<file path="src/design/gsq_pkg.sv">
// Shared types and constants for the gate and slot sensor qualifier.
// No dependencies; used by every module of the block.
`timescale 1ns / 1ps
`default_nettype none

package gsq_pkg;

    localparam int unsigned GATE_CH   = 4;
    localparam int unsigned SLOT_BITS = 4;
    localparam int unsigned TIME_W    = 32;
    localparam int unsigned DEB_W     = 16;
    localparam int unsigned CFG_IDX_W = 3;
    localparam int unsigned CFG_DAT_W = 32;
    localparam int unsigned S_DATA_W  = 48;
    localparam int unsigned M_DATA_W  = 32;

    localparam logic [DEB_W-1:0]     GATE_DEB_RST = 16'd500;
    localparam logic [DEB_W-1:0]     SLOT_DEB_RST = 16'd1000;
    localparam logic [TIME_W-1:0]    TIMEOUT_RST  = 32'd1800000;
    localparam logic [GATE_CH-1:0]   GATE_POL_RST = 4'd7;
    localparam logic [SLOT_BITS-1:0] SLOT_POL_RST = 4'd15;

    typedef enum logic [CFG_IDX_W-1:0] {
        CFG_GATE_DEBOUNCE = 3'd0,
        CFG_SLOT_DEBOUNCE = 3'd1,
        CFG_ACT_TIMEOUT   = 3'd2,
        CFG_GATE_POLARITY = 3'd3,
        CFG_SLOT_POLARITY = 3'd4
    } t_cfg_idx;

    typedef struct packed {
        logic state;
        logic change;
    } t_lane_stat;

    // first member sits in the highest bits
    typedef struct packed {
        logic                 low_power;
        logic [1:0]           auto_closed;
        logic                 exit_raised;
        logic                 entry_raised;
        logic [6:0]           occupancy_percent;
        logic [2:0]           occupied_count;
        logic [SLOT_BITS-1:0] slot_changed;
        logic [SLOT_BITS-1:0] slot_occupied;
        logic [GATE_CH-1:0]   gate_rise;
        logic [GATE_CH-1:0]   gate_active;
    } t_result;

endpackage

`default_nettype wire

</file>
<file path="src/design/gsq_lane.sv">
// One debounced sensor channel: qualified state and last accepted change time.
// Depends on gsq_pkg.
`timescale 1ns / 1ps
`default_nettype none

module gsq_lane (
    input  wire logic                       i_clk,
    input  wire logic                       i_rst_n,
    input  wire logic                       i_accept,
    input  wire logic                       i_sample,
    input  wire logic [gsq_pkg::TIME_W-1:0] i_now,
    input  wire logic [gsq_pkg::DEB_W-1:0]  i_debounce,
    input  wire logic                       i_detect,
    output gsq_pkg::t_lane_stat             o_stat
);

    logic                       r_state;
    logic [gsq_pkg::TIME_W-1:0] r_last;
    logic [gsq_pkg::TIME_W-1:0] w_elapsed;
    logic                       w_flip;
    logic                       n_state;

    assign w_elapsed = i_now - r_last;
    assign w_flip    = i_sample && (i_detect != r_state) &&
                       (w_elapsed > {{(gsq_pkg::TIME_W-gsq_pkg::DEB_W){1'b0}}, i_debounce});
    assign n_state   = r_state ^ w_flip;

    assign o_stat.state  = n_state;
    assign o_stat.change = w_flip;

    always_ff @(posedge i_clk) begin
        if (!i_rst_n) begin
            r_state <= 1'b0;
            r_last  <= '0;
        end else if (i_accept && w_flip) begin
            r_state <= n_state;
            r_last  <= i_now;
        end
    end

endmodule

`default_nettype wire

</file>
<file path="src/design/gsq_merge.sv">
// Merges lane findings: barriers, activity time, low power, count and percent.
// Depends on gsq_pkg.
`timescale 1ns / 1ps
`default_nettype none

module gsq_merge #(
    parameter int unsigned NUM_SLOTS = 4
) (
    input  wire logic                       i_clk,
    input  wire logic                       i_rst_n,
    input  wire logic                       i_accept,
    input  wire logic                       i_sample,
    input  wire logic [gsq_pkg::TIME_W-1:0] i_now,
    input  wire logic                       i_barrier_sel,
    input  wire logic                       i_barrier_open,
    input  wire logic [gsq_pkg::TIME_W-1:0] i_timeout,
    input  wire gsq_pkg::t_lane_stat        i_gate_stat [gsq_pkg::GATE_CH],
    input  wire gsq_pkg::t_lane_stat        i_slot_stat [gsq_pkg::SLOT_BITS],
    output gsq_pkg::t_result                o_res
);

    localparam logic [6:0] PCT_1 = 7'(100 / NUM_SLOTS);
    localparam logic [6:0] PCT_2 = 7'(200 / NUM_SLOTS);
    localparam logic [6:0] PCT_3 = 7'(300 / NUM_SLOTS);
    localparam logic [6:0] PCT_4 = 7'(400 / NUM_SLOTS);

    logic                         r_entry;
    logic                         r_exit;
    logic                         r_low_power;
    logic [gsq_pkg::TIME_W-1:0]   r_last_act;
    logic                         n_entry;
    logic                         n_exit;
    logic                         n_low_power;
    logic [gsq_pkg::TIME_W-1:0]   n_last_act;

    logic [gsq_pkg::GATE_CH-1:0]   w_gate_state;
    logic [gsq_pkg::GATE_CH-1:0]   w_rise;
    logic [gsq_pkg::SLOT_BITS-1:0] w_slot_state;
    logic [gsq_pkg::SLOT_BITS-1:0] w_slot_chg;
    logic [gsq_pkg::TIME_W-1:0]    w_idle;
    logic                          w_timed_out;
    logic [2:0]                    w_count;
    logic [6:0]                    w_pct;
    logic [1:0]                    w_auto;

    always_comb begin
        for (int i = 0; i < gsq_pkg::GATE_CH; i++) begin
            w_gate_state[i] = i_gate_stat[i].state;
            w_rise[i]       = i_gate_stat[i].change & i_gate_stat[i].state;
        end
        w_count = '0;
        for (int i = 0; i < gsq_pkg::SLOT_BITS; i++) begin
            w_slot_state[i] = i_slot_stat[i].state;
            w_slot_chg[i]   = i_slot_stat[i].change;
            w_count         = w_count + {2'b00, i_slot_stat[i].state};
        end
    end

    assign w_idle      = i_now - r_last_act;
    assign w_timed_out = w_idle > i_timeout;
    assign w_auto      = {w_rise[3], w_rise[1]};

    always_comb begin
        unique case (w_count)
            3'd0:    w_pct = '0;
            3'd1:    w_pct = PCT_1;
            3'd2:    w_pct = PCT_2;
            3'd3:    w_pct = PCT_3;
            3'd4:    w_pct = PCT_4;
            default: w_pct = '0;
        endcase
    end

    always_comb begin
        n_entry     = r_entry;
        n_exit      = r_exit;
        n_low_power = r_low_power;
        n_last_act  = r_last_act;
        if (!i_sample) begin
            if (i_barrier_sel) begin
                n_exit = i_barrier_open;
            end else begin
                n_entry = i_barrier_open;
            end
            n_last_act = i_now;
        end else begin
            if (|w_rise) begin
                n_low_power = 1'b0;
            end else if (w_timed_out) begin
                n_low_power = 1'b1;
            end
            if (w_auto[0]) begin
                n_entry = 1'b0;
            end
            if (w_auto[1]) begin
                n_exit = 1'b0;
            end
            if ((|w_rise) || (|w_slot_chg)) begin
                n_last_act = i_now;
            end
        end
    end

    always_ff @(posedge i_clk) begin
        if (!i_rst_n) begin
            r_entry     <= 1'b0;
            r_exit      <= 1'b0;
            r_low_power <= 1'b0;
            r_last_act  <= '0;
        end else if (i_accept) begin
            r_entry     <= n_entry;
            r_exit      <= n_exit;
            r_low_power <= n_low_power;
            r_last_act  <= n_last_act;
        end
    end

    assign o_res.gate_active       = w_gate_state;
    assign o_res.gate_rise         = w_rise;
    assign o_res.slot_occupied     = w_slot_state;
    assign o_res.slot_changed      = w_slot_chg;
    assign o_res.occupied_count    = w_count;
    assign o_res.occupancy_percent = w_pct;
    assign o_res.entry_raised      = n_entry;
    assign o_res.exit_raised       = n_exit;
    assign o_res.auto_closed       = w_auto;
    assign o_res.low_power         = n_low_power;

    a_entry_auto: assert property (@(posedge i_clk) disable iff (!i_rst_n)
        o_res.auto_closed[0] |-> !o_res.entry_raised)
        else $error("entry auto-close left barrier open");
    a_exit_auto: assert property (@(posedge i_clk) disable iff (!i_rst_n)
        o_res.auto_closed[1] |-> !o_res.exit_raised)
        else $error("exit auto-close left barrier open");
    a_rise_wakes: assert property (@(posedge i_clk) disable iff (!i_rst_n)
        (i_accept && (o_res.gate_rise != '0)) |=> !r_low_power)
        else $error("gate rise did not clear low power");

endmodule

`default_nettype wire

</file>
<file path="src/design/gate_and_slot_sensor_qualifier_core.sv">
// Top level of the gate and slot sensor qualifier: config registers, lanes,
// merge stage and registered output with skid. Depends on gsq_pkg, gsq_lane, gsq_merge.
//
//  channel   | handshake               | payload
//  ----------+-------------------------+------------------------------------------
//  s_axis    | i_s_axis_tvalid/o_..rdy | tdata 48b sample/command, tuser cmd
//  m_axis    | o_m_axis_tvalid/i_..rdy | tdata 32b qualified result
//  cfg       | i_cfg_valid/o_cfg_ready | i_cfg_index 3b, i_cfg_data 32b
//
// One beat per clock while o_s_axis_tready is high; each result is registered in the
// main or skid entry. All lanes and the merge stage evaluate in the accepting cycle.
// A two-deep output register (main + skid) decouples i_m_axis_tready;
// o_s_axis_tready drops only while the skid entry is full.
// Synchronous active-low reset restores register defaults and clears all but output data.
`timescale 1ns / 1ps
`default_nettype none

module gate_and_slot_sensor_qualifier_core #(
    parameter int unsigned NUM_SLOTS = 4
) (
    input  wire logic                          i_clk,
    input  wire logic                          i_rst_n,
    input  wire logic                          i_s_axis_tvalid,
    output logic                               o_s_axis_tready,
    // [31:0] now_ms, [35:32] gate_levels, [39:36] slot_levels,
    // [40] barrier_sel, [41] barrier_open, [47:42] zero
    input  wire logic [gsq_pkg::S_DATA_W-1:0]  i_s_axis_tdata,
    // [0] cmd
    input  wire logic                          i_s_axis_tuser,
    output logic                               o_m_axis_tvalid,
    input  wire logic                          i_m_axis_tready,
    // [3:0] gate_active, [7:4] gate_rise, [11:8] slot_occupied,
    // [15:12] slot_changed, [18:16] occupied_count, [25:19] occupancy_percent,
    // [26] entry_raised, [27] exit_raised, [29:28] auto_closed, [30] low_power, [31] zero
    output logic [gsq_pkg::M_DATA_W-1:0]       o_m_axis_tdata,
    input  wire logic                          i_cfg_valid,
    output logic                               o_cfg_ready,
    input  wire logic [gsq_pkg::CFG_IDX_W-1:0] i_cfg_index,
    input  wire logic [gsq_pkg::CFG_DAT_W-1:0] i_cfg_data
);

    localparam int unsigned SLOT_CH = (NUM_SLOTS < 4) ? NUM_SLOTS : 4;

    logic [gsq_pkg::DEB_W-1:0]     r_gate_deb;
    logic [gsq_pkg::DEB_W-1:0]     r_slot_deb;
    logic [gsq_pkg::TIME_W-1:0]    r_timeout;
    logic [gsq_pkg::GATE_CH-1:0]   r_gate_pol;
    logic [gsq_pkg::SLOT_BITS-1:0] r_slot_pol;

    logic                          w_accept;
    logic                          w_sample;
    logic [gsq_pkg::TIME_W-1:0]    w_now;
    logic [gsq_pkg::GATE_CH-1:0]   w_gate_det;
    logic [gsq_pkg::SLOT_BITS-1:0] w_slot_det;
    gsq_pkg::t_lane_stat           w_gate_stat [gsq_pkg::GATE_CH];
    gsq_pkg::t_lane_stat           w_slot_stat [gsq_pkg::SLOT_BITS];
    gsq_pkg::t_result              w_res;

    logic                          r_out_valid;
    logic                          r_skid_valid;
    gsq_pkg::t_result              r_out;
    gsq_pkg::t_result              r_skid;
    logic                          w_pop;

    assign o_cfg_ready = 1'b1;

    always_ff @(posedge i_clk) begin
        if (!i_rst_n) begin
            r_gate_deb <= gsq_pkg::GATE_DEB_RST;
            r_slot_deb <= gsq_pkg::SLOT_DEB_RST;
            r_timeout  <= gsq_pkg::TIMEOUT_RST;
            r_gate_pol <= gsq_pkg::GATE_POL_RST;
            r_slot_pol <= gsq_pkg::SLOT_POL_RST;
        end else if (i_cfg_valid) begin
            case (gsq_pkg::t_cfg_idx'(i_cfg_index))
                gsq_pkg::CFG_GATE_DEBOUNCE: r_gate_deb <= i_cfg_data[gsq_pkg::DEB_W-1:0];
                gsq_pkg::CFG_SLOT_DEBOUNCE: r_slot_deb <= i_cfg_data[gsq_pkg::DEB_W-1:0];
                gsq_pkg::CFG_ACT_TIMEOUT:   r_timeout  <= i_cfg_data;
                gsq_pkg::CFG_GATE_POLARITY: r_gate_pol <= i_cfg_data[gsq_pkg::GATE_CH-1:0];
                gsq_pkg::CFG_SLOT_POLARITY: r_slot_pol <= i_cfg_data[gsq_pkg::SLOT_BITS-1:0];
                default: ;
            endcase
        end
    end

    assign o_s_axis_tready = !r_skid_valid;
    assign w_accept   = i_s_axis_tvalid && o_s_axis_tready;
    assign w_sample   = !i_s_axis_tuser;
    assign w_now      = i_s_axis_tdata[31:0];
    assign w_gate_det = ~(i_s_axis_tdata[35:32] ^ r_gate_pol);
    assign w_slot_det = ~(i_s_axis_tdata[39:36] ^ r_slot_pol);

    for (genvar g = 0; g < gsq_pkg::GATE_CH; g++) begin : g_gate
        gsq_lane u_lane (
            .i_clk      (i_clk),
            .i_rst_n    (i_rst_n),
            .i_accept   (w_accept),
            .i_sample   (w_sample),
            .i_now      (w_now),
            .i_debounce (r_gate_deb),
            .i_detect   (w_gate_det[g]),
            .o_stat     (w_gate_stat[g])
        );
    end

    for (genvar s = 0; s < gsq_pkg::SLOT_BITS; s++) begin : g_slot
        if (s < SLOT_CH) begin : g_on
            gsq_lane u_lane (
                .i_clk      (i_clk),
                .i_rst_n    (i_rst_n),
                .i_accept   (w_accept),
                .i_sample   (w_sample),
                .i_now      (w_now),
                .i_debounce (r_slot_deb),
                .i_detect   (w_slot_det[s]),
                .o_stat     (w_slot_stat[s])
            );
        end else begin : g_off
            assign w_slot_stat[s] = '0;
        end
    end

    gsq_merge #(
        .NUM_SLOTS (NUM_SLOTS)
    ) u_merge (
        .i_clk          (i_clk),
        .i_rst_n        (i_rst_n),
        .i_accept       (w_accept),
        .i_sample       (w_sample),
        .i_now          (w_now),
        .i_barrier_sel  (i_s_axis_tdata[40]),
        .i_barrier_open (i_s_axis_tdata[41]),
        .i_timeout      (r_timeout),
        .i_gate_stat    (w_gate_stat),
        .i_slot_stat    (w_slot_stat),
        .o_res          (w_res)
    );

    assign w_pop = r_out_valid && i_m_axis_tready;

    always_ff @(posedge i_clk) begin
        if (!i_rst_n) begin
            r_out_valid  <= 1'b0;
            r_skid_valid <= 1'b0;
        end else if (w_pop) begin
            if (r_skid_valid) begin
                r_skid_valid <= 1'b0;
            end else if (!w_accept) begin
                r_out_valid <= 1'b0;
            end
        end else if (w_accept) begin
            if (r_out_valid) begin
                r_skid_valid <= 1'b1;
            end else begin
                r_out_valid <= 1'b1;
            end
        end
    end

    always_ff @(posedge i_clk) begin
        if (w_pop && r_skid_valid) begin
            r_out <= r_skid;
        end else if (w_accept && (w_pop || !r_out_valid)) begin
            r_out <= w_res;
        end
        if (w_accept && r_out_valid && !w_pop) begin
            r_skid <= w_res;
        end
    end

    assign o_m_axis_tvalid = r_out_valid;
    assign o_m_axis_tdata  = {1'b0, r_out};

    a_skid_order: assert property (@(posedge i_clk) disable iff (!i_rst_n)
        r_skid_valid |-> r_out_valid)
        else $error("skid entry held without main entry");
    a_count_match: assert property (@(posedge i_clk) disable iff (!i_rst_n)
        o_m_axis_tvalid |-> ($countones(r_out.slot_occupied) == 32'(r_out.occupied_count)))
        else $error("occupied count disagrees with slot map");
    a_stall_hold: assert property (@(posedge i_clk) disable iff (!i_rst_n)
        (r_skid_valid && !i_m_axis_tready) |=> (r_skid_valid && $stable(r_skid)))
        else $error("skid entry lost under stall");

endmodule

`default_nettype wire

</file>
<file path="config.mk">
export PLATFORM = sky130hd
export DESIGN_NAME = gate_and_slot_sensor_qualifier_core
export DESIGN_NICKNAME = d
export VERILOG_FILES = /design/src/design/gsq_pkg.sv /design/src/design/gsq_lane.sv /design/src/design/gsq_merge.sv /design/src/design/gate_and_slot_sensor_qualifier_core.sv
export SDC_FILE = /design/constraint.sdc
export NUM_CORES = 2
export LEC_CHECK = 0
export CAP_MARGIN = 0
export CORE_MARGIN = 1
export CORE_UTILIZATION = 50
export CTS_BUF_LIST = sky130_fd_sc_hd__clkbuf_2 sky130_fd_sc_hd__clkbuf_4 sky130_fd_sc_hd__clkbuf_8
export DETAILED_ROUTE_END_ITERATION = 10
export DONT_BUFFER_PORTS = 1
export GPL_ROUTABILITY_DRIVEN = 0
export PLACE_DENSITY = 0.68
export SYNTH_ARGS = -nofsm -noshare
export SYNTH_HDL_FRONTEND = slang
export SYNTH_SLANG_ARGS = --single-unit
export TNS_END_PERCENT = 100
</file>
<file path="constraint.sdc">
create_clock -name i_clk -period 7.8 [get_ports i_clk]
set_clock_uncertainty 0.2 [all_clocks]
set_input_delay 1.56 -clock i_clk [delete_from_list [all_inputs] [get_ports i_clk]]
set_output_delay 1.56 -clock i_clk [all_outputs]
set_load 0.02 [all_outputs]
</file>
==> flow_metrics.env <==
export IMPL_status="complete, no violations"
export IMPL_required_ns=8.04
export IMPL_path_class="in -> reg"
export IMPL_ys_types=102
export IMPL_dp_hpwl_um=76400
export IMPL_vias=32170
export IMPL_fp_dieH_um=270.1
export IMPL_synth_async_reset_ratio=0
export IMPL_ios=124
export IMPL_cts_sinks=429
export IMPL_wire_per_inst_um=17.82
export IMPL_synth_area_um2=35930
export IMPL_synth_nets=5050
export IMPL_grtUsageTotal=0.2683
export IMPL_cts_setup_buffers=0
export IMPL_vdd_drop_max_uv=152.4
export IMPL_cts_tree="done"
export IMPL_dieArea_um2=72930
export IMPL_ys_seq_elements=429
export IMPL_drc=0
export IMPL_setup_violations=0
export IMPL_syn_inst=4506
export IMPL_synth_compound_area_frac=0.2104
export IMPL_synth_ff_type="dfxtp_1"
export IMPL_hold_buffers=0
export IMPL_worstSetupStartpoint="i_s_axis_tdata[4]"
export IMPL_synth_mux_area_frac=0.08421
export IMPL_worstPathMaxFanout=14
export IMPL_fmax_ghz=0.1335
export IMPL_placementRows=97
export IMPL_overflow=0
export IMPL_clock_latency_ns=0.72
export IMPL_nFillCells=6599
export IMPL_cp_common_cell="ha_1"
export IMPL_io_buffers=0
export IMPL_cp_start_kind="input port"
export IMPL_synth_warnings=0
export IMPL_start_util=0.5095
export IMPL_drv_cap=0
export IMPL_final_cell_mix="nand2_1, ha_1, inv_1, a21oi_1, dfxtp_1"
export IMPL_synth_fa_ha_area_frac=0.1605
export IMPL_slew_viol_final=0
export IMPL_min_period_over_period=0.9600
export IMPL_clk_pin_slew_ns=0.06
export IMPL_r2r_start="g_slot[1].g_on.u_lane.r_last[4]"
export IMPL_min_period_ns=7.488
export IMPL_drive_gt1_frac=0.07572
export IMPL_pre_cts_slack_ns=-0.3852
export IMPL_hold_start="g_gate[3].u_lane.r_last[8]"
export IMPL_hold_depth=2
export IMPL_p_leak_uw=0.01645
export IMPL_die_w_um=270.1
export IMPL_grt_pass1_wl_um=159200
export IMPL_postCtsResizedCells=0
export IMPL_ys_seq_area_frac=0.2546
export IMPL_drtPass1Iterations=7
export IMPL_layout_commonest_cell="nand2_1"
export IMPL_wirelength_um=99160
export IMPL_cp_slowest_stage_delay_ns=0.46
export IMPL_holdCritPathClass="reg -> reg"
export IMPL_area_growth_pct=9.615
export IMPL_fin_ws_ns=0.3120
export IMPL_cts_root_buf="clkbuf_8"
export IMPL_cp_arrival_ns=7.73
export IMPL_drt_iter0_drc=1859
export IMPL_core_um2=70510
export IMPL_synth_area_top_cells="dfxtp_1, ha_1, mux2i_1"
export IMPL_synth_area_leader_cell="dfxtp_1"
export IMPL_final_nets=5100
export IMPL_synth_top_area_share=0.2078
export IMPL_reg2regPathDepth=31
export IMPL_vias_per_cell=5.781
export IMPL_antenna_found_initial=5
export IMPL_synth_edff_count=56
export IMPL_clock_path_buffers=3
export IMPL_drtAntennaViolNets=0
export IMPL_synth_simple_area_share=0.1714
export IMPL_end_kind="register"
export IMPL_fin_tns_setup_ns=0
export IMPL_tightest_slew_ns=1.144
export IMPL_htree_levels=3
export IMPL_final_area_um2=39380
export IMPL_hold_viol_final=0
export IMPL_cts_made_buffers=80
export IMPL_avgSynthCellArea_um2=7.973
export IMPL_power_density_nw_per_um2=183.2
export IMPL_max_slew_margin=0.2372
export IMPL_synth_xor_area_share=0.05412
export IMPL_grt_pass1_vias=31140
export IMPL_grt_max_degree=230
export IMPL_synth_top_family_by_area="compound AO/OA/AOI/OAI gates"
export IMPL_finalPower_uw=7215
export IMPL_crit_slowest_cell="o41a_1"
export IMPL_final_util=0.5585
export IMPL_placed_area_um2=37550
-- kinds of logic (layout without fill, tap and decap cells) --
kind of cell / after synthesis / count (layout)
DFF: 429 / 429
AOI/OAI and AO/OA: 1170 / 1170
and+or+nand+nor: 1338 / 1338
other: 2 / 4
buffers and inverters: 590 / 706
muxes: 300 / 300
adders and majority gates: 455 / 455
xor gates and xnor gates: 222 / 222
-- stage by stage --
stage	hold WS, ns	cells
after floorplan	0.2347	4506
after global routing	0.2681	5564
final	0.2524	5564
after detailed placement	0.2461	5414
after CTS	0.2568	5562
after global placement	0.2419	5414
-- synthesized netlist by cell type, types with 16 or more instances --
| cell | n |
|---|---|
| clkbuf_1 | 121 |
| or3_1 | 23 |
| inv_1 | 421 |
| nor4_1 | 20 |
| nand2b_1 | 44 |
| o211ai_1 | 53 |
| and2_1 | 16 |
| mux2i_1 | 291 |
| o21ai_0 | 170 |
| dfxtp_1 | 373 |
| o21bai_1 | 40 |
| a21oi_1 | 422 |
| nand2_1 | 540 |
| buf_2 | 28 |
| o31ai_1 | 17 |
| and3_1 | 36 |
| nand3_1 | 83 |
| ha_1 | 445 |
| nor2b_1 | 51 |
| xnor2_1 | 141 |
| a211oi_1 | 30 |
| xor2_1 | 81 |
| nor2_1 | 326 |
| nor3b_1 | 16 |
| a21o_1 | 144 |
| o21a_1 | 63 |
| edfxtp_1 | 56 |
| a31oi_1 | 33 |
| nor3_1 | 56 |
| nand4_1 | 74 |
-- flip-flops by register name, summed over array words and instances (netlist names), 16 cells and up --
signal	count
g_gate.u_lane.r_last	128
g_slot.g_on.u_lane.r_last	128
r_timeout	32
u_merge.r_last_act	32
o_m_axis_tdata	28
r_skid	28
r_gate_deb	16
r_slot_deb	16
-- worst max-delay path, delay by kind of cell --
kind            cells  cell delay [ns]
buf+inv             3             0.17
mux                 1             0.25
fa+ha+maj           5             1.52
compound gates     10             2.55
simple gates        9             1.32
xor+xnor            2             0.31
-- report_power, final --
part / internal, µW / switching, µW / leakage [µW]
clock: 1380 / 1070 / 0.000945
combinational: 998 / 1290 / 0.0119
sequential: 2380 / 90.8 / 0.00357
total: 4760 / 2460 / 0.0165
-- final cells by class --
cell class | instances | area (µm²) | area share
tap | 940 | 1176 | 0.02986
timing repair buffer | 136 | 1109 | 0.02815
antenna | 2 | 5.005 | 0.0001271
clock buffer | 114 | 1444 | 0.03666
inverter | 422 | 1589 | 0.04035
sequential | 429 | 9149 | 0.2323
clock inverter | 34 | 336.6 | 0.008546
multi-input combinational | 3487 | 24570 | 0.6240
-- path summary, 6_finish.rpt --
kind                           endpoint  slack (ns)
max reg2reg          o_m_axis_tdata[24]        0.84
min          g_gate[3].u_lane.r_last[8]        0.25
min reg2reg  g_gate[3].u_lane.r_last[8]        0.25
max                  o_m_axis_tdata[24]        0.31
-- per-layer routing --
metal | vias to the layer above | part of all wire | GRT usage
met5 | - | 0.00031 | 0
met4 | 4 | 0.045 | 0.1193
met3 | 224 | 0.049 | 0.03743
met2 | 762 | 0.47 | 0.4581
met1 | 15050 | 0.44 | 0.3344
li1 | 16130 | - | -
No activity file was read; power rests on OpenSTA's default activity.
